`config.mk`:
```
export PLATFORM = sky130hd
export DESIGN_NAME = sha256_queue
export DESIGN_NICKNAME = d
export VERILOG_FILES = /design/src/sv/sha256_pkg.sv /design/src/sv/sha256_queue.sv
export SDC_FILE = /design/constraint.sdc
export NUM_CORES = 1
export LEC_CHECK = 0
export BUFFER_PORTS_ARGS = -buffer_cell sky130_fd_sc_hd__buf_2
export CORE_AREA = 2 2 406 408
export DETAILED_ROUTE_END_ITERATION = 16
export DIE_AREA = 0 0 408 410
export PLACE_DENSITY_LB_ADDON = 0.3
export RECOVER_POWER = 50
export SLEW_MARGIN = 20
export SYNTH_ARGS = -nofsm -noshare
export SYNTH_HDL_FRONTEND = slang
export SYNTH_SLANG_ARGS = --single-unit
```
`constraint.sdc`:
```
create_clock -name aclk -period 25.5 [get_ports aclk]
set_clock_uncertainty 0.1 [all_clocks]
set_input_delay 1.275 -clock aclk [delete_from_list [all_inputs] [get_ports aclk]]
set_output_delay 1.275 -clock aclk [all_outputs]
set_load 0.005 [all_outputs]
```
`src/sv/sha256_pkg.sv`:
```
`timescale 1ns / 1ps
// ----------------------------------------------------------------------------
// sha-256 shared definitions
// round constants, initial hash values, helper functions and common types
// ----------------------------------------------------------------------------
package sha256_pkg;

    localparam int unsigned BLOCK_BYTES = 64;
    localparam int unsigned ROUNDS      = 64;
    localparam int unsigned QUEUE_DEPTH = 2;
    localparam logic [7:0]  PAD_MARK    = 8'h80;

    // one block of work handed from the front end to the compression core
    typedef struct packed {
        logic [511:0] block;
        logic         last;   // final block of a message: emit digest afterwards
    } blk_req_t;

    typedef enum logic [1:0] {
        FE_ABSORB,
        FE_PAD_FULL,
        FE_PAD_LEN
    } fe_state_t;

    typedef enum logic [1:0] {
        CORE_IDLE,
        CORE_ROUND,
        CORE_ADD,
        CORE_EMIT
    } core_state_t;

    function automatic logic [31:0] round_k(input logic [5:0] t);
        logic [31:0] k [0:63];
        k = '{
            32'h428A2F98, 32'h71374491, 32'hB5C0FBCF, 32'hE9B5DBA5,
            32'h3956C25B, 32'h59F111F1, 32'h923F82A4, 32'hAB1C5ED5,
            32'hD807AA98, 32'h12835B01, 32'h243185BE, 32'h550C7DC3,
            32'h72BE5D74, 32'h80DEB1FE, 32'h9BDC06A7, 32'hC19BF174,
            32'hE49B69C1, 32'hEFBE4786, 32'h0FC19DC6, 32'h240CA1CC,
            32'h2DE92C6F, 32'h4A7484AA, 32'h5CB0A9DC, 32'h76F988DA,
            32'h983E5152, 32'hA831C66D, 32'hB00327C8, 32'hBF597FC7,
            32'hC6E00BF3, 32'hD5A79147, 32'h06CA6351, 32'h14292967,
            32'h27B70A85, 32'h2E1B2138, 32'h4D2C6DFC, 32'h53380D13,
            32'h650A7354, 32'h766A0ABB, 32'h81C2C92E, 32'h92722C85,
            32'hA2BFE8A1, 32'hA81A664B, 32'hC24B8B70, 32'hC76C51A3,
            32'hD192E819, 32'hD6990624, 32'hF40E3585, 32'h106AA070,
            32'h19A4C116, 32'h1E376C08, 32'h2748774C, 32'h34B0BCB5,
            32'h391C0CB3, 32'h4ED8AA4A, 32'h5B9CCA4F, 32'h682E6FF3,
            32'h748F82EE, 32'h78A5636F, 32'h84C87814, 32'h8CC70208,
            32'h90BEFFFA, 32'hA4506CEB, 32'hBEF9A3F7, 32'hC67178F2};
        return k[t];
    endfunction

    function automatic logic [31:0] init_h(input logic [2:0] i);
        logic [31:0] h [0:7];
        h = '{32'h6A09E667, 32'hBB67AE85, 32'h3C6EF372, 32'hA54FF53A,
              32'h510E527F, 32'h9B05688C, 32'h1F83D9AB, 32'h5BE0CD19};
        return h[i];
    endfunction

    function automatic logic [31:0] ror32(input logic [31:0] v, input int unsigned n);
        return (v >> n) | (v << (32 - n));
    endfunction

endpackage

```
`src/sv/sha256_queue.sv`:
```
`timescale 1ns / 1ps
// ----------------------------------------------------------------------------
// sha-256 block queue
// short fifo of block requests between front end and compression core
// ----------------------------------------------------------------------------
module sha256_queue #(
    parameter int unsigned DEPTH = sha256_pkg::QUEUE_DEPTH
) (
    input  logic                 aclk,
    input  logic                 aresetn,
    input  logic                 wr_valid,
    output logic                 wr_ready,
    input  sha256_pkg::blk_req_t wr_data,
    output logic                 rd_valid,
    input  logic                 rd_ready,
    output sha256_pkg::blk_req_t rd_data
);

    localparam int unsigned AW = (DEPTH > 1) ? $clog2(DEPTH) : 1;

    sha256_pkg::blk_req_t mem_reg [DEPTH];
    logic [AW-1:0] wp_reg, rp_reg;
    logic [AW:0]   cnt_reg;
    logic          do_wr, do_rd;

    assign wr_ready = (cnt_reg != AW'(0) + (AW+1)'(DEPTH));
    assign rd_valid = (cnt_reg != '0);
    assign rd_data  = mem_reg[rp_reg];
    assign do_wr    = wr_valid && wr_ready;
    assign do_rd    = rd_valid && rd_ready;

    always_ff @(posedge aclk) begin
        if (!aresetn) begin
            wp_reg  <= '0;
            rp_reg  <= '0;
            cnt_reg <= '0;
        end else begin
            if (do_wr) begin
                wp_reg <= (wp_reg == AW'(DEPTH - 1)) ? '0 : wp_reg + AW'(1);
            end
            if (do_rd) begin
                rp_reg <= (rp_reg == AW'(DEPTH - 1)) ? '0 : rp_reg + AW'(1);
            end
            cnt_reg <= cnt_reg + (AW+1)'(do_wr) - (AW+1)'(do_rd);
        end
        if (do_wr) begin
            mem_reg[wp_reg] <= wr_data;
        end
    end

endmodule

```
==> results.sh <==
export IMPL_final_setup_viol_count=0
export IMPL_crit_path_end_kind="flip-flop"
export IMPL_ctsHoldBuffers=0
export IMPL_drtPass1Iterations=5
export IMPL_worstPathCellList="clkbuf_1 -> nand3b_1 -> clkinvlp_2 -> clkbuf_1 -> buf_12 -> buf_4"
export IMPL_initial_core_util_pct=22.9
export IMPL_yosysSeqAreaShare_pct=82.5
export IMPL_num_nets_final=3251
export IMPL_start_kind="input pin"
export IMPL_slowest_delay_ns=3.64
export IMPL_synthCells=1625
export IMPL_crit_path_max_fanout=121
export IMPL_post_route_period_util_pct=35.4
export IMPL_r2r_cells=6
export IMPL_design_portCount=1032
export IMPL_via_per_inst=3.95
export IMPL_root_buffer="clkbuf_16"
export IMPL_cts_tree="yes"
export IMPL_ys_ff_latch=1031
export IMPL_violations="capacitance limit, slew limit"
export IMPL_layout_drive_gt1_share_pct=52.6
export IMPL_reg2reg_from="cnt_reg[0]"
export IMPL_dp_final_hpwl_um=78400
export IMPL_hp_class="reg2reg"
export IMPL_antenna_found_initial=58
export IMPL_num_vias=19800
export IMPL_overflow=0
export IMPL_syn_to_final_growth_pct=28.4
export IMPL_postLayoutCellArea_um2=48100
export IMPL_syn_area_um2=37500
export IMPL_largest_register_ffs=1026
export IMPL_cts_inserted_buffers=111
export IMPL_grt_pass1_wl_um=148000
export IMPL_period_needed_ns=9.03
export IMPL_drtAntennaViolNets=0
export IMPL_crit_type="in2reg"
export IMPL_power_leakage_nw=16.8
export IMPL_rsz0062_at_grt="no"
export IMPL_synth_avg_cell_area_um2=23.1
export IMPL_post_drt_wl_per_cell_um=21.4
export IMPL_ctsResizeCount=0
export IMPL_outcome="finished, violations left"
export IMPL_cts_setup_buffers=0
export IMPL_clock_latency_ns=0.71
export IMPL_power_density_nw_per_um2=93.4
export IMPL_grt_max_degree=122
export IMPL_power_w=0.00449
export IMPL_dieArea_um2=167000
export IMPL_async_flop_share_pct=0
export IMPL_crit_arrival_ns=9.24
export IMPL_die_h_um=410
export IMPL_fmax_mhz=111
export IMPL_synth_edff_count=1026
export IMPL_cap_violations=5
export IMPL_slew_violations=342
export IMPL_cts_sinks=1031
export IMPL_drtIter0Drc=959
export IMPL_ys_types=23
export IMPL_grt_use_total_pct=12.3
export IMPL_die_w_um=408
export IMPL_syn_num_nets=2143
export IMPL_coreArea_um2=163000
export IMPL_cpMaxStageDelayCell="clkinvlp_2"
export IMPL_r2r_end="mem_reg[0][481]"
export IMPL_timing_setup_tns_ns=0
export IMPL_clk_path_buf_depth=3
export IMPL_grt_pass1_vias=20200
export IMPL_finalWeightedCongestion=0.822
export IMPL_wirelength_um=108000
export IMPL_place_area_um2=44900
export IMPL_crit_start="wr_valid"
export IMPL_timing_max_slew_rel_slack_pct=-234
export IMPL_crit_path_frequent_cell="clkbuf_1"
export IMPL_clk_pin_slew_ns=0.06
export IMPL_route_detailed_drc=0
export IMPL_tightest_slew_ns=4.98
export IMPL_yosys_warnings=0
export IMPL_crit_required_ns=25.71
export IMPL_synth_main_ff_cell="edfxtp_1"
export IMPL_critPathCapture="mem_reg[0][481]"
export IMPL_finalHoldViolCount=0
export IMPL_io_buffers=1031
export IMPL_r2r_setup_slack_ns=16.65
export IMPL_peakVddDrop_v=0.0000557
export IMPL_rows=149
export IMPL_htree_levels=3
-- placed cells by master, fill, tap and decap left out, types with 2 or more instances in the layout --
master     synthesis  layout
o21ai_0            2       2
diode_2            0       9
inv_6              0       2
nor2_1             2       2
dfxtp_1            5       4
nand2b_1           2       2
buf_1              0       4
buf_12             0       2
buf_4              0      16
bufinv_16          0       8
edfxtp_1        1026    1026
mux2_2           513     513
buf_2              4     799
inv_16             0       3
clkinv_2           0      19
and2_1             3       2
clkbuf_16          0     112
clkbuf_1           0     252
clkinv_4           0       2
clkinv_1           0      32
a21bo_2            2       2
-- routing by layer --
layer	GRT usage, %	wire length (µm)	up-vias
met5	0	198	-
li1	-	-	8778
met1	13.6	39800	9984
met4	3.80	2440	34
met3	5.23	10800	210
met2	21.4	54300	811
-- worst min-delay path by stage --
stage | slack (ns) | startpoint | cells after the start | end
final | 0.47 | rp_reg | 2 | flip-flop
after detailed placement | 0.47 | rp_reg | 2 | flip-flop
after floorplan | 0.43 | wp_reg | 2 | wp_reg
after global placement | 0.46 | rp_reg | 2 | flip-flop
after CTS | 0.47 | rp_reg | 2 | flip-flop
after global routing | 0.51 | rp_reg | 2 | flip-flop
-- cell families (layout without fill, tap and decap cells) --
| kind of cell | count (synthesis) | after routing | synth area share, % |
|---|---|---|---|
| flops | 1031 | 1031 | 82.5 |
| mux | 514 | 514 | 15.4 |
| buf+inv | 58 | 1255 | 1.66 |
| simple gates | 13 | 13 | 0.197 |
| compound gates | 7 | 7 | 0.144 |
| fa+ha+maj | 1 | 1 | 0.0334 |
| xor+xnor | 1 | 1 | 0.0234 |
| other cells | 0 | 9 | 0 |
-- cell usage after synthesis (2+ instances only) --
cell | number | area [µm²]
dfxtp_1 | 5 | 100
nor2_1 | 2 | 7.51
a21bo_2 | 2 | 20.0
buf_2 | 4 | 20.0
mux2_2 | 513 | 5780
buf_6 | 53 | 597
o21ai_0 | 2 | 10.0
edfxtp_1 | 1026 | 30800
and2_1 | 3 | 18.8
nand2b_1 | 2 | 12.5
-- layout make-up --
cell class,count,area [µm²]
antenna,9,22.5
tap,2189,2740
clock buffer,133,2880
multi-input combinational,536,5940
sequential,1031,30900
inverter,1,5.00
timing repair buffer,1052,5040
clock inverter,69,586
fill,16500,115000
-- worst max-delay path, delay by kind of cell --
kind          cells  cell delay (ns)
simple gates      1             0.17
buf+inv           5             7.43
-- where the power goes --
part           total [W]  leakage [nW]  internal [W]  switching, W
Combinational   0.000848          5.45      0.000387      0.000461
Sequential       0.00211          9.64       0.00207     0.0000389
Clock            0.00153          1.70      0.000885      0.000650
-- metrics by stage --
step                util (%)  hold WS (ns)  worst slack (ns)  instances
global route            29.4         0.511             15.49       5015
global placement        27.5         0.465             19.07       4809
finish                  29.4         0.465             16.47       5020
detailed placement      27.5         0.471             19.09       4809
CTS                     29.6         0.473             19.41       5011
floorplan                  -         0.429             11.51       1625
Note: power is estimated with default switching activity, not from simulation.
