$ cat config.mk
export PLATFORM = sky130hd
export DESIGN_NAME = sha256_core
export DESIGN_NICKNAME = d
export VERILOG_FILES = /design/src/sv/sha256_pkg.sv /design/src/sv/sha256_core.sv
export SDC_FILE = /design/constraint.sdc
export NUM_CORES = 2
export LEC_CHECK = 0
export ABC_AREA = 0
export BUFFER_PORTS_ARGS = -buffer_cell sky130_fd_sc_hd__buf_2
export CAP_MARGIN = 10
export CORE_MARGIN = 4
export CORE_UTILIZATION = 40
export CTS_BUF_LIST = sky130_fd_sc_hd__clkbuf_4 sky130_fd_sc_hd__clkbuf_8
export DETAILED_ROUTE_END_ITERATION = 7
export PLACE_DENSITY = 0.65
export SLEW_MARGIN = 10
export SYNTH_ARGS = -nofsm -noshare
export SYNTH_HDL_FRONTEND = slang
export SYNTH_SLANG_ARGS = --single-unit
$ cat constraint.sdc
create_clock -name aclk -period 38 [get_ports aclk]
set_input_delay 5.7 -clock aclk [delete_from_list [all_inputs] [get_ports aclk]]
set_output_delay 5.7 -clock aclk [all_outputs]
set_load 0.05 [all_outputs]
$ cat src/sv/sha256_pkg.sv
`timescale 1ns / 1ps
// ----------------------------------------------------------------------------
// sha-256 shared definitions
// round constants, initial hash values, helper functions and common types
// ----------------------------------------------------------------------------
package sha256_pkg;

    localparam int unsigned BLOCK_BYTES = 64;
    localparam int unsigned ROUNDS      = 64;
    localparam int unsigned QUEUE_DEPTH = 2;
    localparam logic [7:0]  PAD_MARK    = 8'h80;

    // one block of work handed from the front end to the compression core
    typedef struct packed {
        logic [511:0] block;
        logic         last;   // final block of a message: emit digest afterwards
    } blk_req_t;

    typedef enum logic [1:0] {
        FE_ABSORB,
        FE_PAD_FULL,
        FE_PAD_LEN
    } fe_state_t;

    typedef enum logic [1:0] {
        CORE_IDLE,
        CORE_ROUND,
        CORE_ADD,
        CORE_EMIT
    } core_state_t;

    function automatic logic [31:0] round_k(input logic [5:0] t);
        logic [31:0] k [0:63];
        k = '{
            32'h428A2F98, 32'h71374491, 32'hB5C0FBCF, 32'hE9B5DBA5,
            32'h3956C25B, 32'h59F111F1, 32'h923F82A4, 32'hAB1C5ED5,
            32'hD807AA98, 32'h12835B01, 32'h243185BE, 32'h550C7DC3,
            32'h72BE5D74, 32'h80DEB1FE, 32'h9BDC06A7, 32'hC19BF174,
            32'hE49B69C1, 32'hEFBE4786, 32'h0FC19DC6, 32'h240CA1CC,
            32'h2DE92C6F, 32'h4A7484AA, 32'h5CB0A9DC, 32'h76F988DA,
            32'h983E5152, 32'hA831C66D, 32'hB00327C8, 32'hBF597FC7,
            32'hC6E00BF3, 32'hD5A79147, 32'h06CA6351, 32'h14292967,
            32'h27B70A85, 32'h2E1B2138, 32'h4D2C6DFC, 32'h53380D13,
            32'h650A7354, 32'h766A0ABB, 32'h81C2C92E, 32'h92722C85,
            32'hA2BFE8A1, 32'hA81A664B, 32'hC24B8B70, 32'hC76C51A3,
            32'hD192E819, 32'hD6990624, 32'hF40E3585, 32'h106AA070,
            32'h19A4C116, 32'h1E376C08, 32'h2748774C, 32'h34B0BCB5,
            32'h391C0CB3, 32'h4ED8AA4A, 32'h5B9CCA4F, 32'h682E6FF3,
            32'h748F82EE, 32'h78A5636F, 32'h84C87814, 32'h8CC70208,
            32'h90BEFFFA, 32'hA4506CEB, 32'hBEF9A3F7, 32'hC67178F2};
        return k[t];
    endfunction

    function automatic logic [31:0] init_h(input logic [2:0] i);
        logic [31:0] h [0:7];
        h = '{32'h6A09E667, 32'hBB67AE85, 32'h3C6EF372, 32'hA54FF53A,
              32'h510E527F, 32'h9B05688C, 32'h1F83D9AB, 32'h5BE0CD19};
        return h[i];
    endfunction

    function automatic logic [31:0] ror32(input logic [31:0] v, input int unsigned n);
        return (v >> n) | (v << (32 - n));
    endfunction

endpackage

$ cat src/sv/sha256_core.sv
`timescale 1ns / 1ps
// ----------------------------------------------------------------------------
// sha-256 compression core
// one round per cycle with a rolling 16-word schedule, emits the digest
// ----------------------------------------------------------------------------
module sha256_core (
    input  logic                 aclk,
    input  logic                 aresetn,
    input  logic                 req_valid,
    output logic                 req_ready,
    input  sha256_pkg::blk_req_t req_data,
    output logic                 out_valid,
    input  logic                 out_ready,
    output logic [63:0]          out_word,
    output logic [1:0]           out_index,
    output logic                 out_last
);

    sha256_pkg::core_state_t state_reg, state_next;
    logic [31:0] h_reg [8];
    logic [31:0] r_reg [8];
    logic [31:0] w_reg [16];
    logic [5:0]  t_reg;
    logic        last_reg;
    logic [1:0]  k_reg;

    logic [31:0] s0w, s1w, wnew, s1, ch, t1, s0, mj;

    always_comb begin
        s0w  = sha256_pkg::ror32(w_reg[1], 7) ^ sha256_pkg::ror32(w_reg[1], 18)
             ^ (w_reg[1] >> 3);
        s1w  = sha256_pkg::ror32(w_reg[14], 17) ^ sha256_pkg::ror32(w_reg[14], 19)
             ^ (w_reg[14] >> 10);
        wnew = w_reg[0] + s0w + w_reg[9] + s1w;
        s1   = sha256_pkg::ror32(r_reg[4], 6) ^ sha256_pkg::ror32(r_reg[4], 11)
             ^ sha256_pkg::ror32(r_reg[4], 25);
        ch   = (r_reg[4] & r_reg[5]) ^ (~r_reg[4] & r_reg[6]);
        t1   = r_reg[7] + s1 + ch + sha256_pkg::round_k(t_reg) + w_reg[0];
        s0   = sha256_pkg::ror32(r_reg[0], 2) ^ sha256_pkg::ror32(r_reg[0], 13)
             ^ sha256_pkg::ror32(r_reg[0], 22);
        mj   = (r_reg[0] & r_reg[1]) ^ (r_reg[0] & r_reg[2]) ^ (r_reg[1] & r_reg[2]);
    end

    always_comb begin
        state_next = state_reg;
        unique case (state_reg)
            sha256_pkg::CORE_IDLE:  if (req_valid) state_next = sha256_pkg::CORE_ROUND;
            sha256_pkg::CORE_ROUND: if (t_reg == 6'd63) state_next = sha256_pkg::CORE_ADD;
            sha256_pkg::CORE_ADD: begin
                state_next = last_reg ? sha256_pkg::CORE_EMIT : sha256_pkg::CORE_IDLE;
            end
            sha256_pkg::CORE_EMIT: begin
                if (out_ready && k_reg == 2'd3) state_next = sha256_pkg::CORE_IDLE;
            end
            default: state_next = sha256_pkg::CORE_IDLE;
        endcase
    end

    always_comb begin
        req_ready = (state_reg == sha256_pkg::CORE_IDLE);
        out_valid = (state_reg == sha256_pkg::CORE_EMIT);
        out_word  = {h_reg[{k_reg, 1'b0}], h_reg[{k_reg, 1'b1}]};
        out_index = k_reg;
        out_last  = (k_reg == 2'd3);
    end

    always_ff @(posedge aclk) begin
        if (!aresetn) begin
            state_reg <= sha256_pkg::CORE_IDLE;
            t_reg     <= 6'd0;
            k_reg     <= 2'd0;
            for (int i = 0; i < 8; i++) begin
                h_reg[i] <= sha256_pkg::init_h(3'(i));
            end
        end else begin
            state_reg <= state_next;
            unique case (state_reg)
                sha256_pkg::CORE_IDLE: begin
                    t_reg <= 6'd0;
                    k_reg <= 2'd0;
                end
                sha256_pkg::CORE_ROUND: t_reg <= t_reg + 6'd1;
                sha256_pkg::CORE_ADD: begin
                    for (int i = 0; i < 8; i++) begin
                        h_reg[i] <= h_reg[i] + r_reg[i];
                    end
                end
                sha256_pkg::CORE_EMIT: begin
                    if (out_ready) begin
                        k_reg <= k_reg + 2'd1;
                        // digest gone: back to the initial hash values
                        if (k_reg == 2'd3) begin
                            for (int i = 0; i < 8; i++) begin
                                h_reg[i] <= sha256_pkg::init_h(3'(i));
                            end
                        end
                    end
                end
                default: ;
            endcase
        end
        if (state_reg == sha256_pkg::CORE_IDLE && req_valid) begin
            last_reg <= req_data.last;
            for (int i = 0; i < 16; i++) begin
                w_reg[i] <= req_data.block[511 - 32 * i -: 32];
            end
            for (int i = 0; i < 8; i++) begin
                r_reg[i] <= h_reg[i];
            end
        end else if (state_reg == sha256_pkg::CORE_ROUND) begin
            for (int i = 0; i < 15; i++) begin
                w_reg[i] <= w_reg[i + 1];
            end
            w_reg[15] <= wnew;
            r_reg[7] <= r_reg[6];
            r_reg[6] <= r_reg[5];
            r_reg[5] <= r_reg[4];
            r_reg[4] <= r_reg[3] + t1;
            r_reg[3] <= r_reg[2];
            r_reg[2] <= r_reg[1];
            r_reg[1] <= r_reg[0];
            r_reg[0] <= t1 + s0 + mj;
        end
    end

endmodule
==> reports/summary.txt <==
outcome - finished clean
Initial Util - 40.21%
CTS max path bufs - 3
largest net degree at the start of global routing - 208
area delta synth->final - 12.91%
Buf+Inv Stages, Crit Path - 7
element type at the critical path start - register
Worst EP required - 38.70 ns
number of flip-flops in the largest register - 512
Tmin final - 11.10 ns
adder-cell share of the synthesized area - 12.49%
Setup crit start - t_reg[0]$_SDFFE_PN0P_
placement row count - 154
multiplexer share of the synthesized area - 2.734%
Worst-Skew Late Latency - 0.99 ns
clock skew - 0.05470 ns
nets - 9328
die width - 428.5 µm
dpl ws - 27.09 ns
Yosys warnings - 0
final hold vios - 0
simple-gate share of the synthesized area - 18.76%
internal reg-to-reg setup slack - 26.90 ns
number of synthesized flops with an enable pin - 897
DR pass1 iterations - 6
CP top delay family - adder cells
maxcap violations - 0
Fmax - 90.10 MHz
clock transition at the registers of the reported paths - 0.06 ns
total track usage - 28.37%
initial antenna violation count - 37
CP max FO - 28
cell area after synthesis - 70740 µm²
Syn Inst Count - 7753
CP max-delay cell - ha_1
setup_tns - 0 ns
CTS root buffer - clkbuf_8
GP Congestion - 0.9831
post-layout instance area - 79870 µm²
RSZ-0062 raised after global routing - no
wire per inst - 25.16 µm
CP Class - register to register
vias in the first global route - 59500
post_cts resized - 0
#FFs+latches synth - 1037
routed vias/inst - 5.627
headroom to the max-slew limit - 17.14%
H-tree depth - 4
input/output buffers - 585
synth unique cells - 100
# IOs - 586
M2 GR Usage - 48.15%
CTS sink cnt - 1037
Final period util - 29.21%
cts hold-fix bufs - 0
Min-Delay Path Class - register to register
HPWL after DPL - 207.1 mm
Slew @ Worst Pin - 1.230 ns
Antenna Nets Post-Route - 0
Worst Hold Launch - w_reg[0][127]$_DFFE_PP_
Final WS setup - 26.90 ns
Core Region - 175900 µm²
Die H - 428.5 µm
Worst Path Arrival - 11.80 ns
first-pass GRT wire length - 389.9 mm
dpl cell area - 75870 µm²
Die ar. - 183600 µm²
CP Capture Type - register
grt total ovfl - 0
final count of negative-setup-slack endpoints - 0
Async S/R FF share, synth - 0%
register area share after synthesis - 42.04%
share of post-route cells with drive strength above 1 - 13.44%
M3 GR Usage - 4.465%
Mapped Nets - 8856
syn avg cell area - 9.124 µm²
final WL - 270.3 mm
Max Slew Vio Count - 0
DR iter-0 viols - 6600
Max stage delay on crit path - 0.85 ns
final hold slack - 0.4929 ns
TritonCTS buffer count - 189
worst r2r src - t_reg[0]$_SDFFE_PN0P_
grt peak-use layer - met2
Synth Area in XOR/XNOR - 6.960%
largest family of logic cells by synthesized area - simple AND/OR/NAND/NOR gates
CTS tree - built
DRC violations left - 0
Synth Flop Type - edfxtp_1
Compound-Gate Fraction of Synth Area - 13.31%
global-route track usage on met1 - 35.48%
vias - 60440
# Post-CTS Setup Buffers - 0
## cells by family (layout without fill, tap and decap cells)
| group | count (synthesis) | in the layout |
|---|---|---|
| buffers and inverters | 698 | 1329 |
| flip-flops | 1037 | 1037 |
| AO/OA/AOI/OAI | 1503 | 1503 |
| multiplexers | 105 | 105 |
| other | 0 | 16 |
| XOR/XNOR | 559 | 559 |
| AND/OR/NAND/NOR | 3261 | 3261 |
| adder cells (fa/ha/maj) | 590 | 590 |
## worst paths after layout
check	endpoint	depth (start not counted)
worst min-delay path	w_reg[0][95]$_DFFE_PP_	2
worst max register to register	r_reg[0][31]$_DFFE_PP_	41
worst min register to register	w_reg[0][95]$_DFFE_PP_	2
worst max-delay path	r_reg[0][31]$_DFFE_PP_	41
## layout by cell type, fill, tap and decap left out, types with 53 or more instances in the layout
master	instances
nor2_1	315
buf_2	585
xor2_1	198
fa_1	195
a21oi_1	446
buf_4	68
clkbuf_4	65
nor2b_1	60
o21ai_0	361
o21a_1	57
nand2_1	2479
nand2b_1	77
xnor2_1	359
a21o_1	193
edfxtp_1	897
nor3_1	74
mux4_2	68
ha_1	391
a31oi_1	53
inv_1	316
clkbuf_8	200
dfxtp_1	135
nand3_1	95
## routing by layer
layer,up-vias,share of wire [%]
met1,29260,39
met3,525,8.0
met5,-,0.054
met2,2903,48
li1,27730,-
met4,22,5.3
## cell usage after synthesis (all sizes together) (45+ instances only)
library cell	number	area [µm²]
xnor2	359	3144
a31oi	53	331.6
nand2b	80	503.0
a21o	193	1449
edfxtp	897	26940
nand3	96	485.5
dfxtp	140	2803
o21bai	45	337.8
o21ai	395	1977
nor2b	62	387.9
o21a	59	444.2
clkbuf	344	1291
xor2	198	1734
nor2	317	1190
nand2	2482	9316
nor3	74	370.4
a211oi	55	427.9
fa	195	3904
o211ai	50	380.4
a21oi	449	2258
inv	320	1201
mux4	68	1531
ha	391	4892
## layout make-up
class,instances,area [µm²]
fill,16980,96050
multi-input combinational,6018,38460
sequential,1037,29750
timing repair buffer,657,3518
clock buffer,265,3241
tap,2340,2928
inverter,322,1219
clock inverter,85,719.4
antenna,16,40.04
## tightest hold or removal path: cells and delay by family, from the launching register on
family | cells | cell delay, ns
simple gates | 2 | 0.10
flops | 1 | 0.32
## metrics by stage
stage	util, %	std cells
finish	45.40	10740
global route	45.39	10730
CTS	45.38	10720
detailed placement	43.13	10370
global placement	43.13	10370
floorplan	-	7753
Power is not shown: default switching activity piles up to over one toggle a cycle in this logic, so the estimate is an artifact.
